## src/rtl/ipk_pkg.sv

```systemverilog
// ----------------------------------------------------------------------------
// ipk_pkg
// Shared types and constants for the iambic paddle keyer.
// ----------------------------------------------------------------------------
`default_nettype none

package ipk_pkg;

  localparam int DIT_W            = 11;
  localparam int THR_W            = 14;
  localparam int LEN_W            = 3;
  localparam int PAT_W            = 7;
  localparam int MAX_ELEMENTS_DEF = 7;
  localparam int TIMER_BITS_DEF   = 16;

  localparam logic [DIT_W-1:0] DIT_LENGTH_RESET = 11'd60;

  typedef enum logic [2:0] {
    PH_SPACE   = 3'd0,
    PH_DIT     = 3'd1,
    PH_DIT_GAP = 3'd2,
    PH_DAH     = 3'd3,
    PH_DAH_GAP = 3'd4
  } phase_e;

  typedef struct packed {
    logic [THR_W-1:0] one_dit;
    logic [THR_W-1:0] two_dit;
    logic [THR_W-1:0] three_dit;
    logic [THR_W-1:0] six_dit;
  } thr_t;

  typedef struct packed {
    logic             key_down;
    logic             char_done;
    logic [LEN_W-1:0] char_length;
    logic [PAT_W-1:0] char_pattern;
    logic             word_done;
  } result_t;

endpackage

`default_nettype wire

```

## src/rtl/ipk_cfg.sv

```systemverilog
// ----------------------------------------------------------------------------
// ipk_cfg
// Dit length register and the timing limits derived from it.
// ----------------------------------------------------------------------------
`default_nettype none

module ipk_cfg
  import ipk_pkg::*;
(
  input  wire logic             clk_i,
  input  wire logic             rst_ni,
  input  wire logic             wr_en_i,
  input  wire logic [DIT_W-1:0] wr_data_i,
  output thr_t                  thr_o
);

  logic [DIT_W-1:0] dit_len_q;
  logic [THR_W-1:0] dit_ext;

  always_ff @(posedge clk_i or negedge rst_ni) begin
    if (!rst_ni) begin
      dit_len_q <= DIT_LENGTH_RESET;
    end else if (wr_en_i) begin
      dit_len_q <= wr_data_i;
    end
  end

  assign dit_ext = THR_W'(dit_len_q);

  always_comb begin
    thr_o.one_dit   = dit_ext;
    thr_o.two_dit   = dit_ext << 1;
    thr_o.three_dit = (dit_ext << 1) + dit_ext;
    thr_o.six_dit   = (dit_ext << 2) + (dit_ext << 1);
  end

endmodule

`default_nettype wire

```

## src/rtl/ipk_fsm.sv

```systemverilog
// ----------------------------------------------------------------------------
// ipk_fsm
// Keyer state machine with paddle latches, elapsed timer and element recorder.
// ----------------------------------------------------------------------------
`default_nettype none

module ipk_fsm
  import ipk_pkg::*;
#(
  parameter int MAX_ELEMENTS = MAX_ELEMENTS_DEF,
  parameter int TIMER_BITS   = TIMER_BITS_DEF
) (
  input  wire logic clk_i,
  input  wire logic rst_ni,
  input  wire logic step_i,
  input  wire logic dit_i,
  input  wire logic dah_i,
  input  wire thr_t thr_i,
  output result_t   res_o
);

  localparam int CNT_W = $clog2(MAX_ELEMENTS + 1);
  localparam int CMP_W = (TIMER_BITS > THR_W) ? TIMER_BITS : THR_W;

  phase_e                  phase_q, phase_d;
  logic                    dit_mem_q, dit_mem_d;
  logic                    dah_mem_q, dah_mem_d;
  logic                    in_char_q, in_char_d;
  logic                    in_word_q, in_word_d;
  logic [TIMER_BITS-1:0]   ticks_q, ticks_d;
  logic [MAX_ELEMENTS-1:0] bits_q, bits_d;
  logic [CNT_W-1:0]        count_q, count_d;
  logic                    key_q, key_d;

  logic [TIMER_BITS-1:0]   ticks_inc;
  logic [CMP_W-1:0]        ticks_ext;
  logic                    gt_one, gt_two, gt_three, gt_six;
  logic                    start, start_dah;
  logic [CNT_W+LEN_W-1:0]  len_wide;
  logic [MAX_ELEMENTS+PAT_W-1:0] pat_wide;

  assign ticks_inc = (ticks_q == {TIMER_BITS{1'b1}}) ? ticks_q
                                                     : ticks_q + TIMER_BITS'(1);
  assign ticks_ext = CMP_W'(ticks_inc);
  assign gt_one    = ticks_ext > CMP_W'(thr_i.one_dit);
  assign gt_two    = ticks_ext > CMP_W'(thr_i.two_dit);
  assign gt_three  = ticks_ext > CMP_W'(thr_i.three_dit);
  assign gt_six    = ticks_ext > CMP_W'(thr_i.six_dit);

  assign len_wide  = {{LEN_W{1'b0}}, count_q};
  assign pat_wide  = {{PAT_W{1'b0}}, bits_q};

  always_comb begin
    phase_d   = phase_q;
    dit_mem_d = dit_mem_q | dit_i;
    dah_mem_d = dah_mem_q | dah_i;
    in_char_d = in_char_q;
    in_word_d = in_word_q;
    ticks_d   = ticks_inc;
    bits_d    = bits_q;
    count_d   = count_q;
    key_d     = key_q;
    start     = 1'b0;
    start_dah = 1'b0;
    res_o     = '0;

    case (phase_q)
      PH_SPACE: begin
        if (dit_mem_d) begin
          start = 1'b1;
        end else if (dah_mem_d) begin
          start     = 1'b1;
          start_dah = 1'b1;
        end else if (in_char_q && gt_two) begin
          in_char_d         = 1'b0;
          res_o.char_done    = 1'b1;
          res_o.char_length  = len_wide[LEN_W-1:0];
          res_o.char_pattern = pat_wide[PAT_W-1:0];
          count_d           = '0;
          bits_d            = '0;
        end else if (in_word_q && gt_six) begin
          in_word_d       = 1'b0;
          res_o.word_done = 1'b1;
        end
      end
      PH_DIT: begin
        if (gt_one) begin
          key_d     = 1'b0;
          dit_mem_d = 1'b0;
          ticks_d   = '0;
          phase_d   = PH_DIT_GAP;
        end
      end
      PH_DIT_GAP: begin
        if (gt_one) begin
          if (dah_mem_d) begin
            start     = 1'b1;
            start_dah = 1'b1;
          end else if (dit_mem_d) begin
            start = 1'b1;
          end else begin
            phase_d = PH_SPACE;
          end
        end
      end
      PH_DAH: begin
        if (gt_three) begin
          key_d     = 1'b0;
          dah_mem_d = 1'b0;
          ticks_d   = '0;
          phase_d   = PH_DAH_GAP;
        end
      end
      PH_DAH_GAP: begin
        if (gt_one) begin
          if (dit_mem_d) begin
            start = 1'b1;
          end else if (dah_mem_d) begin
            start     = 1'b1;
            start_dah = 1'b1;
          end else begin
            phase_d = PH_SPACE;
          end
        end
      end
      default: begin
        phase_d = PH_SPACE;
      end
    endcase

    if (start) begin
      dit_mem_d = 1'b0;
      dah_mem_d = 1'b0;
      in_char_d = 1'b1;
      in_word_d = 1'b1;
      if (count_q < CNT_W'(MAX_ELEMENTS)) begin
        for (int i = 0; i < MAX_ELEMENTS; i++) begin
          if (start_dah && (count_q == CNT_W'(i))) begin
            bits_d[i] = 1'b1;
          end
        end
        count_d = count_q + CNT_W'(1);
      end
      key_d   = 1'b1;
      ticks_d = '0;
      phase_d = start_dah ? PH_DAH : PH_DIT;
    end

    res_o.key_down = key_d;
  end

  always_ff @(posedge clk_i or negedge rst_ni) begin
    if (!rst_ni) begin
      phase_q   <= PH_SPACE;
      dit_mem_q <= 1'b0;
      dah_mem_q <= 1'b0;
      in_char_q <= 1'b0;
      in_word_q <= 1'b0;
      ticks_q   <= '0;
      bits_q    <= '0;
      count_q   <= '0;
      key_q     <= 1'b0;
    end else if (step_i) begin
      phase_q   <= phase_d;
      dit_mem_q <= dit_mem_d;
      dah_mem_q <= dah_mem_d;
      in_char_q <= in_char_d;
      in_word_q <= in_word_d;
      ticks_q   <= ticks_d;
      bits_q    <= bits_d;
      count_q   <= count_d;
      key_q     <= key_d;
    end
  end

endmodule

`default_nettype wire

```

## src/rtl/iambic_paddle_keyer_core.sv

```systemverilog
// ----------------------------------------------------------------------------
// iambic_paddle_keyer_core
// Iambic paddle keyer: one request per tick in, one keyer result per tick out.
// ----------------------------------------------------------------------------
// Throughput is one request per cycle, limited only by the output stall.
// The paddle levels pass an input register, the keyer step and a result register.
// Reset clears all keyer state and sets the dit length to 60 ticks.
`default_nettype none

module iambic_paddle_keyer_core
  import ipk_pkg::*;
#(
  parameter int MAX_ELEMENTS = MAX_ELEMENTS_DEF,
  parameter int TIMER_BITS   = TIMER_BITS_DEF
) (
  input  wire logic             clk_i,
  input  wire logic             rst_ni,
  input  wire logic             cfg_valid_i,
  output logic                  cfg_ready_o,
  input  wire logic [DIT_W-1:0] cfg_data_i,
  input  wire logic             in_valid_i,
  output logic                  in_stall_o,
  input  wire logic             dit_pressed_i,
  input  wire logic             dah_pressed_i,
  output logic                  out_valid_o,
  input  wire logic             out_stall_i,
  output logic                  key_down_o,
  output logic                  char_done_o,
  output logic [LEN_W-1:0]      char_length_o,
  output logic [PAT_W-1:0]      char_pattern_o,
  output logic                  word_done_o
);

  thr_t    thr;
  result_t res;
  result_t res_q;
  logic    s1_valid_q, s1_valid_d;
  logic    s1_dit_q, s1_dah_q;
  logic    out_valid_q, out_valid_d;
  logic    advance, step, accept;

  assign cfg_ready_o = 1'b1;

  ipk_cfg u_cfg (
    .clk_i     (clk_i),
    .rst_ni    (rst_ni),
    .wr_en_i   (cfg_valid_i && cfg_ready_o),
    .wr_data_i (cfg_data_i),
    .thr_o     (thr)
  );

  ipk_fsm #(
    .MAX_ELEMENTS (MAX_ELEMENTS),
    .TIMER_BITS   (TIMER_BITS)
  ) u_fsm (
    .clk_i  (clk_i),
    .rst_ni (rst_ni),
    .step_i (step),
    .dit_i  (s1_dit_q),
    .dah_i  (s1_dah_q),
    .thr_i  (thr),
    .res_o  (res)
  );

  assign advance    = !out_valid_q || !out_stall_i;
  assign step       = s1_valid_q && advance;
  assign in_stall_o = s1_valid_q && !advance;
  assign accept     = in_valid_i && !in_stall_o;

  always_comb begin
    s1_valid_d = s1_valid_q;
    if (accept) begin
      s1_valid_d = 1'b1;
    end else if (advance) begin
      s1_valid_d = 1'b0;
    end
    out_valid_d = advance ? s1_valid_q : out_valid_q;
  end

  always_ff @(posedge clk_i or negedge rst_ni) begin
    if (!rst_ni) begin
      s1_valid_q  <= 1'b0;
      out_valid_q <= 1'b0;
    end else begin
      s1_valid_q  <= s1_valid_d;
      out_valid_q <= out_valid_d;
    end
  end

  always_ff @(posedge clk_i) begin
    if (accept) begin
      s1_dit_q <= dit_pressed_i;
      s1_dah_q <= dah_pressed_i;
    end
    if (step) begin
      res_q <= res;
    end
  end

  assign out_valid_o    = out_valid_q;
  assign key_down_o     = res_q.key_down;
  assign char_done_o    = res_q.char_done;
  assign char_length_o  = res_q.char_length;
  assign char_pattern_o = res_q.char_pattern;
  assign word_done_o    = res_q.word_done;

`ifndef SYNTH
  a_char_unkeyed : assert property (@(posedge clk_i) disable iff (!rst_ni)
    out_valid_o && char_done_o |-> !key_down_o && !word_done_o)
    else $error("Character end reported while keyed or with a word end.");

  a_hold_stage : assert property (@(posedge clk_i) disable iff (!rst_ni)
    s1_valid_q && out_valid_q && out_stall_i |=> s1_valid_q && out_valid_q)
    else $error("Pending request lost while the output was stalled.");

  a_stall_full : assert property (@(posedge clk_i) disable iff (!rst_ni)
    in_stall_o |-> s1_valid_q && out_valid_q)
    else $error("Input stalled with room in the pipeline.");
`endif

endmodule

`default_nettype wire

```

## config.mk

```make
export PLATFORM = sky130hd
export DESIGN_NAME = iambic_paddle_keyer_core
export DESIGN_NICKNAME = d
export VERILOG_FILES = /design/src/rtl/ipk_pkg.sv /design/src/rtl/ipk_cfg.sv /design/src/rtl/ipk_fsm.sv /design/src/rtl/iambic_paddle_keyer_core.sv
export SDC_FILE = /design/constraint.sdc
export NUM_CORES = 1
export LEC_CHECK = 0
export BUFFER_PORTS_ARGS = -buffer_cell sky130_fd_sc_hd__buf_2
export CORE_UTILIZATION = 65
export CTS_CLUSTER_SIZE = 12
export DETAILED_ROUTE_END_ITERATION = 10
export GPL_ROUTABILITY_DRIVEN = 0
export PLACE_DENSITY_LB_ADDON = 0.1
export SYNTH_ARGS = -nofsm -noshare
export SYNTH_HDL_FRONTEND = slang
export SYNTH_SLANG_ARGS = --single-unit
```

## constraint.sdc

```tcl
create_clock -name clk_i -period 13.7 [get_ports clk_i]
set_clock_uncertainty 0.2 [all_clocks]
set_input_delay 3.425 -clock clk_i [delete_from_list [all_inputs] [get_ports clk_i]]
set_output_delay 3.425 -clock clk_i [all_outputs]
set_load 0.02 [all_outputs]
```

==> summary.md <==
| Metric | Value |
|---|---|
| Max-cap viol count | `0` |
| Root buffer cell | `clkbuf_8` |
| Register area share after synthesis | `0.346` |
| Overflow after GRT | `0` |
| RSZ-0062 raised after global routing | `false` |
| Most frequent cell on the critical path | `buf_2` |
| Worst path cell trace | `buf_2 > nand3_1 > inv_1 > buf_2` |
| Status | `finished, final reports clean` |
| TritonCTS Buffers | `9` |
| CTS Buffer Depth | `2` |
| Remaining antenna violation count | `0` |
| Sinks on the clock net | `62` |
| Die X | `87.1 um` |
| Post-Syn Instances | `about 520` |
| Share of cells above drive strength 1 | `0.135` |
| Ys async rst share | `0.758` |
| Initial antenna violation count | `0` |
| Site Rows | `30` |
| Hold_sp | `u_fsm.bits_q[2]` |
| CTS resizes | `0` |
| GR Util All Layers | `0.301` |
| Largest net degree at the start of global routing | `48` |
| Rel. slew slack | `0.264` |
| Worst Path Buf+Inv | `3` |
| Latest clock arrival within the worst-skew pair | `approximately 360 ps` |
| Hold crit path type | `flop to flop` |
| CTS tree | `yes` |
| Initial DRC count | `~300` |
| CP arrival | `3840 ps` |
| Setup Buffers After CTS | `0` |
| CTS clock-pin slew for the worst setup and hold paths | `roughly 70 ps` |
| Core Area | `6910 sq um` |
| Area leader, netlist | `dfrtp_1` |
| Worst R2R Start | `u_cfg.dit_len_q[2]` |
| DRC violations left | `0` |
| Routed len/inst | `between 15 and 20 um` |
| Final setup fails | `0` |
| Drt pass-1 iters | `5` |
| Number of flops mapped to enable cells by yosys | `15` |
| H-Tree Depth | `3` |
| Placed cell areas | `between 4000 and 5000 sq um` |
| Total number of vias | `3966` |
| Syn Std Cell Area | `around 4700 sq um` |
| Initial Utilization | `0.682` |
| Startpoint Class | `primary input` |
| Antenna Cells | `0` |
| FF-to-FF setup slack | `slightly above 8000 ps` |
| Synth cell types | `70` |
| I/O Pins | `34` |
| Max Slew Vio Count | `0` |
| Measured slew at the worst slew-check pin | `around 1100 ps` |
| Critical Path End Type | `output port` |
| Top_reg_cell synth | `dfrtp_1` |
| Post-route setup TNS | `0 ps` |
| Via density | `~6` |
| Endpoint of the lowest-slack register-to-register path | `u_fsm.ticks_q[2]` |
| Peak supply drop | `93.5 uV` |
| Die height | `between 80 and 90 um` |
| Fmax | `134 MHz` |
| Worst-path cell with the longest stage delay | `buf_2` |
| First-pass GRT wire length | `17.4 mm` |
| Multi-input gate area | `roughly 2800 sq um` |
| Fin nets | `625` |
| Placed wire-length estimate | `between 7 and 8 mm` |
| # hold bufs at CTS | `0` |
| Synthesized area per cell | `around 9.1 sq um` |
| CP max stage delay | `150 ps` |
| Layout area overhead | `8.31%` |
| Register area | `around 1600 sq um` |
| Area contributors post-synth | `dfrtp_1 (23%), ha_1 (17%), edfxtp_1 (9.6%), nand2_1 (4.6%), o21ai_0 (3.5%)` |
| PD cells | `~150 nW/um^2` |
| Vias in the first global route | `approximately 3.7k` |
| Design Area, Final | `just over 5000 sq um` |
| Port bufs | `32` |
| Critical Path RT | `10070 ps` |
| Die ar. | `about 7600 sq um` |
| Endpoints failing hold | `0` |
| Hold path cells | `1` |
| FILL cells | `around 560` |
| Worst Hold End | `u_fsm.bits_q[2]` |
| Crit Path Max Fanout | `3` |
| Crit-path leading delay family | `buffers and inverters` |
| Top-area cell type share of the netlist area | `0.228` |
| Reg2reg path depth | `18` |
| Net Count, Synth | `between 500 and 600` |
| Final period util | `0.545` |
| WL final | `10.4 mm` |
| Flops & latches, synth | `62` |
| Post-route minimum period | `between 7000 and 8000 ps` |
| Synth Warn # | `0` |
| Pleak | `0.00236 uW` |
| Kind of critical path | `primary input to output port` |
[state kept, by name, indices dropped and copies added, names as in the netlist, 3 cells and up]
| register | count |
|---|---|
| char_length_o | 3 |
| char_pattern_o | 7 |
| u_cfg.dit_len_q | 11 |
| u_fsm.bits_q | 7 |
| u_fsm.count_q | 3 |
| u_fsm.phase_q | 3 |
| u_fsm.ticks_q | 16 |
[metal layers]
layer  global-route usage  vias up  wire length, um  part of all wire
li1                     -     1932                -                 -
met1                0.422     1890             4910              0.47
met2                0.470      126             4830              0.46
met3               0.0626       18              553             0.053
met4               0.0939        0              153             0.015
met5                    0        -                0                 0
[cell usage after synthesis (5+ instances only)]
library cell  count
ha_1             63
nand2_1          58
dfrtp_1          43
inv_1            39
o21ai_0          33
nand3_1          30
a21oi_1          25
nor2_1           21
edfxtp_1         15
nor3_1           15
nand4_1          11
and2_1           10
xnor2_1          10
clkbuf_1          9
o21ai_1           9
nand2b_1          8
nor2b_1           7
mux2i_1           6
nor4_1            6
a21o_1            5
a31oi_1           5
o31ai_1           5
[worst max-delay path by stage]
stage	start	slack [ps]	end	cells past startpoint
after detailed placement	out_stall_i	6240	in_stall_o	4
final	out_stall_i	6240	in_stall_o	4
after CTS	out_stall_i	6240	in_stall_o	4
after global routing	out_stall_i	6200	in_stall_o	4
after floorplan	out_stall_i	6410	in_stall_o	2
after global placement	out_stall_i	6270	in_stall_o	4
[worst reg2reg max path: stages, from the launching register on]
cell       delay, ps
dfstp_2          550
inv_1            100
fa_1             450
nor2b_1          130
o21ai_0          120
a21oi_1          190
o21ai_0          140
a21oi_1          220
o21ai_0          180
a2111oi_0        570
a311oi_1         170
ha_1             340
a211oi_1         290
or3b_2           470
o221ai_1         420
nand3_1          200
o211ai_4         200
nand2_2          260
o41ai_1          310
[layout by cell type (no fill, tap or decap), types with 3 or more instances in the layout]
| cell type | synthesis | final |
|---|---|---|
| nand3_1 | 30 | 30 |
| xor2_1 | 4 | 4 |
| and2_1 | 10 | 10 |
| inv_1 | 39 | 39 |
| a31oi_1 | 5 | 5 |
| edfxtp_1 | 15 | 15 |
| nand2b_1 | 8 | 8 |
| buf_2 | 3 | 32 |
| dfrtp_1 | 43 | 43 |
| dfstp_2 | 4 | 4 |
| a32o_1 | 4 | 4 |
| a21oi_1 | 25 | 25 |
| a21o_1 | 5 | 5 |
| nor2b_1 | 7 | 7 |
| o21bai_1 | 3 | 3 |
| o21ai_0 | 33 | 33 |
| nor3_1 | 15 | 15 |
| nor2_1 | 21 | 21 |
| mux2i_1 | 6 | 6 |
| o21ai_1 | 9 | 9 |
| a211oi_1 | 4 | 4 |
| nor4_1 | 6 | 6 |
| and3_1 | 4 | 4 |
| ha_1 | 63 | 63 |
| o211ai_1 | 4 | 4 |
| o21a_1 | 3 | 3 |
| clkbuf_8 | 0 | 9 |
| nand4_1 | 11 | 11 |
| nand2_1 | 58 | 58 |
| xnor2_1 | 10 | 10 |
| o31ai_1 | 5 | 5 |
[kinds of logic after synthesis]
kind of cell	count (synthesis)	synth area share
AO/OA/AOI/OAI	118	0.163
flip-flops	62	0.346
multiplexers	9	0.0199
other	1	0.000796
buffers and inverters	55	0.0494
adder cells (fa/ha/maj)	65	0.174
AND/OR/NAND/NOR	191	0.217
XOR/XNOR	15	0.0295
[area by class of cell]
cell class,count,share of cell area
clock buffer,9,0.0243
clock inverter,7,0.0145
inverter,39,0.0287
multi-input combinational,399,0.558
sequential,62,0.320
tap,96,0.0235
timing repair buffer,32,0.0314
[power breakdown]
group	total, uW	internal [uW]	switching (uW)
Clock	165	84.5	80.9
Sequential	269	227	41.7
Combinational	330	129	202
Total	765	440	324
[metrics by stage]
step	util	setup WS, ps	std cells	hold slack (ps)	power, uW
floorplan	-	6410	516	240	513
CTS	0.739	6240	644	292	762
global route	0.739	6200	644	315	820
finish	0.739	6240	644	293	765
detailed placement	0.710	6240	628	272	594
global placement	0.710	6270	628	255	578
Note: power is estimated with default switching activity, not from simulation.
